`src/rtl/lms_pkg.sv`:
```
// Shared types, mode codes and timing constants for the LED mode sequencer.
package lms_pkg;

  typedef logic [4:0] mode_t;

  localparam logic CMD_TICK     = 1'b0;
  localparam logic CMD_SET_MODE = 1'b1;

  localparam mode_t MODE_STARTUP        = 5'd1;
  localparam mode_t MODE_IDLE           = 5'd2;
  localparam mode_t MODE_NOTIFICATION   = 5'd9;
  localparam mode_t MODE_SUCCESS        = 5'd11;
  localparam mode_t MODE_ERROR          = 5'd12;
  localparam mode_t MODE_WIFI_CONNECTED = 5'd14;
  localparam mode_t MODE_MAX            = 5'd16;

  localparam logic [31:0] STARTUP_TIMEOUT_MS      = 32'd3000;
  localparam logic [31:0] NOTIFICATION_TIMEOUT_MS = 32'd650;
  localparam logic [31:0] SUCCESS_TIMEOUT_MS      = 32'd1200;
  localparam logic [31:0] ERROR_TIMEOUT_MS        = 32'd1800;
  localparam logic [31:0] WIFI_TIMEOUT_MS         = 32'd900;

  localparam logic [7:0] FULL_AMOUNT = 8'd255;

  // One frame after timeout handling, before the ramp is worked out.
  typedef struct packed {
    mode_t       mode;
    logic [31:0] elapsed;
    logic        fading;
    logic        ramp_done;
  } frame_t;

  function automatic logic is_momentary(input mode_t m);
    return (m == MODE_NOTIFICATION) || (m == MODE_SUCCESS) ||
           (m == MODE_ERROR) || (m == MODE_WIFI_CONNECTED);
  endfunction

endpackage

```
`src/rtl/lms_fade_ramp.sv`:
```
// Cross-fade weight of one frame: elapsed * 255 / FADE_MS by reciprocal multiply.
module lms_fade_ramp #(
  parameter int unsigned FADE_MS = 220
) (
  input  lms_pkg::frame_t frame,
  output logic [7:0]      fade_amount,
  output logic            fade_applied
);
  import lms_pkg::*;

  // elapsed stays below FADE_MS whenever the ramp is still running
  localparam int ELW   = $clog2(FADE_MS + 1);
  localparam int NW    = ELW + 8;
  localparam int SHIFT = NW + $clog2(FADE_MS);
  localparam int RW    = SHIFT + 1;
  localparam int PW    = NW + RW;
  localparam logic [RW-1:0] RECIP =
    RW'(((64'd1 << SHIFT) + 64'(FADE_MS) - 64'd1) / 64'(FADE_MS));

  logic [ELW-1:0] ramp_ms;
  logic [NW-1:0]  numer;
  logic [PW-1:0]  product;

  always_comb begin
    ramp_ms = frame.elapsed[ELW-1:0];
    numer   = {ramp_ms, 8'd0} - NW'(ramp_ms);
    product = PW'(numer) * PW'(RECIP);
    fade_applied = frame.fading;
    if (!frame.fading || frame.ramp_done) begin
      fade_amount = FULL_AMOUNT;
    end else begin
      fade_amount = product[SHIFT +: 8];
    end
  end

endmodule

```
`src/rtl/led_mode_sequencer_core.sv`:
```
// Top level of the LED ring mode sequencer: mode timeouts, frame pacing, fade ramp.
//
//   channel  direction  handshake           payload
//   in       sink       in_valid/in_ready   command, mode_request, now_ms
//   out      source     out_valid/out_ready active_mode, elapsed_in_mode,
//                                           fade_amount, fade_applied
//
// One request is taken every cycle unless a stall on out holds it back. A
// request lands in the input register, then updates the mode state and fills
// the frame register, and the ramp multiplier then fills the result register.
// Set-mode requests and ticks that come too soon after the last frame update
// state (or not) and make no result. A stall on out back-pressures each stage
// in turn; in_ready stays high while any stage ahead has room. Reset clears
// the control and restores the startup mode state.
module led_mode_sequencer_core #(
  parameter int unsigned FRAME_INTERVAL_MS = 20,
  parameter int unsigned FADE_MS           = 220
) (
  input  logic        clk,
  input  logic        rst,
  input  logic        in_valid,
  output logic        in_ready,
  input  logic        command,
  input  logic [4:0]  mode_request,
  input  logic [31:0] now_ms,
  output logic        out_valid,
  input  logic        out_ready,
  output logic [4:0]  active_mode,
  output logic [31:0] elapsed_in_mode,
  output logic [7:0]  fade_amount,
  output logic        fade_applied
);
  import lms_pkg::*;

  // Input register
  logic        s1_valid;
  logic        s1_command;
  mode_t       s1_mode_request;
  logic [31:0] s1_now;

  // Frame register
  logic        s2_valid;
  frame_t      s2_frame;

  // Mode state
  mode_t       current_mode;
  mode_t       remembered_mode;
  logic [31:0] mode_start_time;
  logic [31:0] last_frame_time;
  logic        fading;
  logic        frame_seen;

  // Handshake between stages
  logic out_advance;
  logic s2_load;
  logic s1_fire;

  // Work of the state stage
  logic [31:0] elapsed_raw;
  logic [31:0] since_frame;
  logic        throttled;
  mode_t       return_mode;
  mode_t       timeout_mode;
  logic        timeout;
  frame_t      frame;
  logic        set_ok;
  mode_t       remembered_next;
  logic        frame_made;

  logic [7:0]  ramp_amount;
  logic        ramp_applied;

  assign out_advance = !out_valid || out_ready;
  assign s2_load     = !s2_valid || out_advance;
  assign s1_fire     = s1_valid && s2_load;
  assign in_ready    = !s1_valid || s2_load;

  always_comb begin
    elapsed_raw = s1_now - mode_start_time;
    since_frame = s1_now - last_frame_time;
    throttled   = frame_seen && (since_frame < 32'(FRAME_INTERVAL_MS));

    // Momentary modes but wifi fall back to the remembered one, never a momentary.
    return_mode  = is_momentary(remembered_mode) ? MODE_IDLE : remembered_mode;
    timeout      = 1'b0;
    timeout_mode = MODE_IDLE;
    case (current_mode)
      MODE_STARTUP: begin
        timeout = elapsed_raw >= STARTUP_TIMEOUT_MS;
      end
      MODE_NOTIFICATION: begin
        timeout      = elapsed_raw >= NOTIFICATION_TIMEOUT_MS;
        timeout_mode = return_mode;
      end
      MODE_SUCCESS: begin
        timeout      = elapsed_raw >= SUCCESS_TIMEOUT_MS;
        timeout_mode = return_mode;
      end
      MODE_ERROR: begin
        timeout      = elapsed_raw >= ERROR_TIMEOUT_MS;
        timeout_mode = return_mode;
      end
      MODE_WIFI_CONNECTED: begin
        timeout = elapsed_raw >= WIFI_TIMEOUT_MS;
      end
      default: begin
        timeout = 1'b0;
      end
    endcase

    // A timeout restarts the mode now, so the frame sees zero elapsed time.
    frame.mode      = timeout ? timeout_mode : current_mode;
    frame.elapsed   = timeout ? 32'd0 : elapsed_raw;
    frame.fading    = timeout || fading;
    frame.ramp_done = frame.elapsed >= 32'(FADE_MS);

    // Ignore out-of-range codes and requests for the mode already running.
    set_ok = (s1_mode_request <= MODE_MAX) && (s1_mode_request != current_mode);
    remembered_next = remembered_mode;
    if (is_momentary(s1_mode_request)) begin
      remembered_next = is_momentary(current_mode) ? MODE_IDLE : current_mode;
    end else if (!is_momentary(current_mode)) begin
      remembered_next = current_mode;
    end

    frame_made = s1_fire && (s1_command == CMD_TICK) && !throttled;
  end

  lms_fade_ramp #(
    .FADE_MS(FADE_MS)
  ) u_fade_ramp (
    .frame       (s2_frame),
    .fade_amount (ramp_amount),
    .fade_applied(ramp_applied)
  );

  // Control and mode state
  always_ff @(posedge clk) begin
    if (rst) begin
      s1_valid        <= 1'b0;
      s2_valid        <= 1'b0;
      out_valid       <= 1'b0;
      current_mode    <= MODE_STARTUP;
      remembered_mode <= MODE_IDLE;
      mode_start_time <= 32'd0;
      last_frame_time <= 32'd0;
      fading          <= 1'b1;
      frame_seen      <= 1'b0;
    end else begin
      if (in_ready) begin
        s1_valid <= in_valid;
      end
      if (s2_load) begin
        s2_valid <= frame_made;
      end
      if (out_advance) begin
        out_valid <= s2_valid;
      end

      if (s1_fire) begin
        if (s1_command == CMD_SET_MODE) begin
          if (set_ok) begin
            current_mode    <= s1_mode_request;
            remembered_mode <= remembered_next;
            mode_start_time <= s1_now;
            fading          <= 1'b1;
          end
        end else if (!throttled) begin
          frame_seen      <= 1'b1;
          last_frame_time <= s1_now;
          current_mode    <= frame.mode;
          if (timeout) begin
            mode_start_time <= s1_now;
          end
          // Drop the fade once the ramp reaches full weight.
          fading <= frame.fading && !frame.ramp_done;
        end
      end
    end
  end

  // Payload registers
  always_ff @(posedge clk) begin
    if (in_ready) begin
      s1_command      <= command;
      s1_mode_request <= mode_request;
      s1_now          <= now_ms;
    end
    if (s2_load) begin
      s2_frame <= frame;
    end
    if (out_advance) begin
      active_mode     <= s2_frame.mode;
      elapsed_in_mode <= s2_frame.elapsed;
      fade_amount     <= ramp_amount;
      fade_applied    <= ramp_applied;
    end
  end

endmodule

```
`config.mk`:
```
export PLATFORM = sky130hd
export DESIGN_NAME = led_mode_sequencer_core
export DESIGN_NICKNAME = d
export VERILOG_FILES = /design/src/rtl/lms_pkg.sv /design/src/rtl/lms_fade_ramp.sv /design/src/rtl/led_mode_sequencer_core.sv
export SDC_FILE = /design/constraint.sdc
export NUM_CORES = 1
export LEC_CHECK = 0
export ABC_AREA = 1
export BUFFER_PORTS_ARGS = -buffer_cell sky130_fd_sc_hd__buf_2
export CAP_MARGIN = 15
export CORE_AREA = 5 5 178 180
export CTS_BUF_LIST = sky130_fd_sc_hd__clkbuf_16
export DETAILED_ROUTE_END_ITERATION = 16
export DIE_AREA = 0 0 183 185
export PLACE_DENSITY = 0.77
export REMOVE_ABC_BUFFERS = 1
export SETUP_SLACK_MARGIN = 0.1
export SYNTH_ARGS = -nofsm -noshare
export SYNTH_HDL_FRONTEND = slang
export SYNTH_SLANG_ARGS = --single-unit
```
`constraint.sdc`:
```
create_clock -name clk -period 6.5 [get_ports clk]
set_input_delay 1.3 -clock clk [delete_from_list [all_inputs] [get_ports clk]]
set_output_delay 1.3 -clock clk [all_outputs]
set_load 0.005 [all_outputs]
```
; Word level (Yosys, flattened, before mapping)
; Index checks and enable logic that the tools add are counted.
[word_totals]
regBits = 202
in_bits = 42
elab_cells = 101
[classes]
add_sub_neg = 3
bitwise_logic = 2
n_mul = 1
mux = 18
eq_ne = 17
n_lt_le_gt_ge = 8
n_reduce_logical = 32
[op_table]
columns = cell, count
row1 = two-way mux 32 bit, 5
row2 = "greater-or-equal comparator 32 x 10 -> 1 bit, second input constant", 2
row3 = "greater-or-equal comparator 32 x 11 -> 1 bit, second input constant", 2
row4 = subtractor 32 bit, 2
row5 = "== test 5 x 4 -> 1 bit, second input constant", 12
row6 = two-way mux 5 bit, 9
row7 = "greater-or-equal comparator 32 x 12 -> 1 bit, second input constant", 1
row8 = "greater-or-equal comparator 32 x 8 -> 1 bit, second input constant", 1
row9 = "less-than comparator 32 x 5 -> 1 bit, second input constant", 1
row10 = "multiplier 16 x 17 -> 32 bit, second input constant", 1
row11 = subtractor 16 x 8 -> 16 bit, 1
row12 = logical OR 1 bit, 14
row13 = AND reduction 4 bit, 2
row14 = logical AND 1 bit, 6
row15 = zero test 1 bit, 6
row16 = AND reduction 3 bit, 2
row17 = "== test 5 x 1 -> 1 bit, second input constant", 1
row18 = "less-or-equal comparator 5 bit, second input constant", 1
row19 = != test 5 bit, 1
row20 = one-hot mux 1 bit (5 select lines), 1
row21 = "!= test 2 bit, second input constant", 2
row22 = two-way mux 1 bit, 3
row23 = OR reduction 3 bit, 1
row24 = "!= test 2 x 1 -> 1 bit, second input constant", 1
row25 = 2 further kinds, 3

; Longest topological paths before layout
[depth]
depth_word = 9
ltp_mapped = 31
ltp_nobuf = 31

; Hierarchy
; From an unflattened synthesis, not the netlist that was laid out.
[unflattened]
hier_cells = 2323
area_unflattened_um2 = 17609.4
[by_module_without_submodules]
columns = module, seq_area_each_um2, area_per_inst_um2, cells_each, n_inst
row1 = led_mode_sequencer_core, 5275.1, 12244.2, 1628, 1
row2 = lms_fade_ramp, 0.0, 5365.1, 695, 1

; Worst setup path after synthesis
; OpenSTA, ideal clock, no wires.
[synth_timing]
kind = register -> register
startpoint = register s2_frame[2] (netlist name)
endpoint = register fade_amount[5] (data pin)
path_buffers = 0
t_arrival_ns = 6.173
path_slack_ns = 0.054
stages_incl_launch_ff = 28
period_less_slack_ns = 6.446
required_time_ns = 6.227
cell_sequence = edfxtp_1 nor3_1 nand2_1 nor2_1 inv_1 or2_2 o21ai_0 fa_1 inv_1 fa_1 fa_1 inv_1 fa_1 fa_1 ha_1 ha_1 nand2_1 inv_1 nand3_1 inv_1 nand2_1 nor2_1 a221oi_1 o21ai_0 o21bai_1 a31oi_1 or2_2 nand3_1
[synth_via]
elab_chain_len = 2
[synth_lines]
columns = item, line_no
row1 = start: declaration, led_mode_sequencer_core.sv:43  ; frame_t s2_frame;
row2 = start signal: assignment, led_mode_sequencer_core.sv:190  ; s2_frame <= frame;
row3 = subtractor 16 x 8 -> 16 bit, lms_fade_ramp.sv:26  ; numer = {ramp_ms, 8'd0} - NW'(ramp_ms);
row4 = multiplier 16 x 17 -> 32 bit, lms_fade_ramp.sv:27  ; product = PW'(numer) * PW'(RECIP);
row5 = end signal: assignment, led_mode_sequencer_core.sv:195  ; fade_amount <= ramp_amount;
row6 = end: declaration, led_mode_sequencer_core.sv:30  ; output logic [7:0] fade_amount,
; Every way passes these cells.
; A chain may end at the register's enable or synchronous reset.

; Final worst setup path
[layout_timing]
startpoint = register s2_frame[4] (netlist name)
endpoint = register fade_amount[4] (data pin)
; Same word-level chain as after synthesis.

==> results.yml <==
timing:
  setup_viol: 0
  tightest_slew_ns: 0.8237
  relSlewSlack_pct: 44.58
  period_share_pct: 96.28
  finalClockSkew_ns: 0.03278
  fin_setup_tns_ns: 0
  whs_ns: 0.4182
  hold_violations: 0
  min_period_ns: 6.258
  fmax_ghz: 0.1598
  slew_violations: 0
finish:
  regArea_um2: 5275
  drive_above_1_share_pct: 12.05
  nNetsFinal: 2587
  num_antenna_cells: 0
  multi_input_area_um2: 9941
  synthToLayoutAreaGrowth_pct: 13.47
  layout.cells.non_filler: 2687
  final_core_util_pct: 63.09
  nFillCells: 2603
  layout_common_cells: "nand2_1 (478), inv_1 (428), nor2_1 (192), ha_1 (181), a21oi_1 (130)"
  final_common_cell: "nand2_1"
clocking:
  clkSinkCount: 202
  cts_buffers: 23
  clk_latency_ns: 0.54
  cts_tree: "built"
  cts_root_buf: "clkbuf_16"
  clk_pin_slew_ns: 0.06
  clk_path_buf_depth: 3
  cts-hold-fix-buffers: 0
  htreeDepth: 1
global_route:
  grt_pass1_vias: 14130
  grt_max_degree: 73
  grt_use_met3_pct: 2.690
  met1_usage_pct: 33.47
  grt_overflow_total: 0
  antenna_found_initial: 0
  grt_use_total_pct: 25.22
  grt_pass1_wl_mm: 69.57
  use_met2_pct: 44.07
  grt-busiest-layer: "met2"
setup_path:
  path_delay_family: "adder cells"
  path_buf_inv: 7
  crit_type: "reg2reg"
  crit_path_start: "s2_frame[4]"
  arrival_ns: 6.51
  cp-end-kind: "register"
  reg2reg_depth: 26
  crit_slowest_cell: "fa_1"
  rrSetupSlack_ns: 0.24
  startpoint_type: "register"
  r2r_end: "fade_amount[4]"
  r2r_start: "s2_frame[4]"
  critPathMaxFanout: 7
  cp_data_required_time_ns: 6.76
  max_stage_delay_ns: 0.59
synthesis:
  async_flop_share_pct: 0
  synth_cells: 2148
  ys_warn_count: 0
  avgSynthCellArea_um2: 7.773
  synth.distinct_cells: 53
  synth_edf_count: 123
  synthFlopType: "edfxtp_1"
  synthesis.area_um2: 16700
  yosysSeqAreaShare_pct: 31.59
  synth_seq_cells: 202
run:
  max_cap_violations: 0
detailed_routing:
  drt-initial-drc-count: 845
  vias: 14170
  wl_per_cell_um: 15.98
  drt_pass1_iterations: 5
  wl_mm: 42.94
  via_per_inst: 5.273
  drc_errors: 0
  ant_nets: 0
place:
  hpwl_mm: 34.54
  portBuffers: 89
  placed_cells: 2630
  place_congestion: 0.9692
die:
  num_io_pins: 90
  rows: 64
  initial_core_util_pct: 55.60
  core_um2: 30030
  die_w_um: 183
  die_h_um: 185
  dieArea_um2: 33860
worst_hold_path:
  hold_start: "s2_frame[22]"
  hold_class: "reg2reg"
  min_path_cells: 0
  worstHoldEndpoint: "elapsed_in_mode[20]"
outcome:
  status: "finished, final reports clean"
[kinds of logic after synthesis]
logic type                 share of synthesized area, %
adders and majority gates                         23.82
buffers and inverters                             10.83
xor gates and xnor gates                          2.143
and+or+nand+nor                                   22.38
AOI/OAI and AO/OA                                 9.240
DFF                                               31.59
[timing repair]
action,in CTS,in global routing
pin swaps,6,50
endpoints found under the setup margin,4,7
setup buffers,4,11
gates resized for setup,14,72
[registers in the layout (all words and copies together), names as in the netlist]
register,count
active_mode,5
current_mode,5
elapsed_in_mode,32
fade_amount,8
fade_applied,1
fading,1
frame_seen,1
last_frame_time,32
mode_start_time,32
out_valid,1
remembered_mode,5
s1_command,1
s1_mode_request,5
s1_now,32
s1_valid,1
s2_frame,39
s2_valid,1
[worst max-delay path by stage]
stage | end | slack (ns) | cells after the start
6_report | fade_amount[4] | 0.24 | 26
5_1_grt | fade_amount[5] | -0.02 | 26
3_5_place_dp | fade_amount[5] | -0.05 | 24
2_1_floorplan | fade_amount[5] | 0.05 | 27
3_3_place_gp | fade_amount[5] | 0.13 | 29
4_1_cts | fade_amount[5] | 0.10 | 26
[routing by layer]
layer  share of wire [%]  up-vias
li1                    -     7126
met1                  44     6579
met2                  48      369
met3                 4.8       94
met4                 3.2        0
met5                   0        -
[area by class of cell]
type	instances	area share, %
Multi-Input combinational cell	1474	52.47
Sequential cell	202	27.84
Inverter	441	8.738
Timing Repair Buffer	132	4.134
Clock buffer	26	3.434
Tap cell	396	2.615
Clock inverter	16	0.7595
[Yosys cell counts, drive strengths merged (18+ instances only)]
cell type | n | area share, %
nor2 | 210 | 5.0
nand2 | 495 | 11
o21ai | 91 | 2.8
nand4 | 19 | 0.75
a21oi | 134 | 4.0
nand3 | 111 | 3.4
buf | 22 | 0.71
edfxtp | 123 | 22
inv | 438 | 9.8
xnor2 | 22 | 1.2
ha | 193 | 14
nor3 | 23 | 0.81
fa | 78 | 9.4
dfxtp | 79 | 9.5
xor2 | 18 | 0.99
[through the flow]
step,setup WS (ns),area (µm²)
after floorplan,0.05405,16540
after global placement,0.1314,17700
after detailed placement,-0.04802,17700
after CTS,0.1014,18560
after global routing,-0.02091,18940
final,0.2420,18940
Power is not shown: default switching activity piles up to over one toggle a cycle in this logic, so the estimate is an artifact.
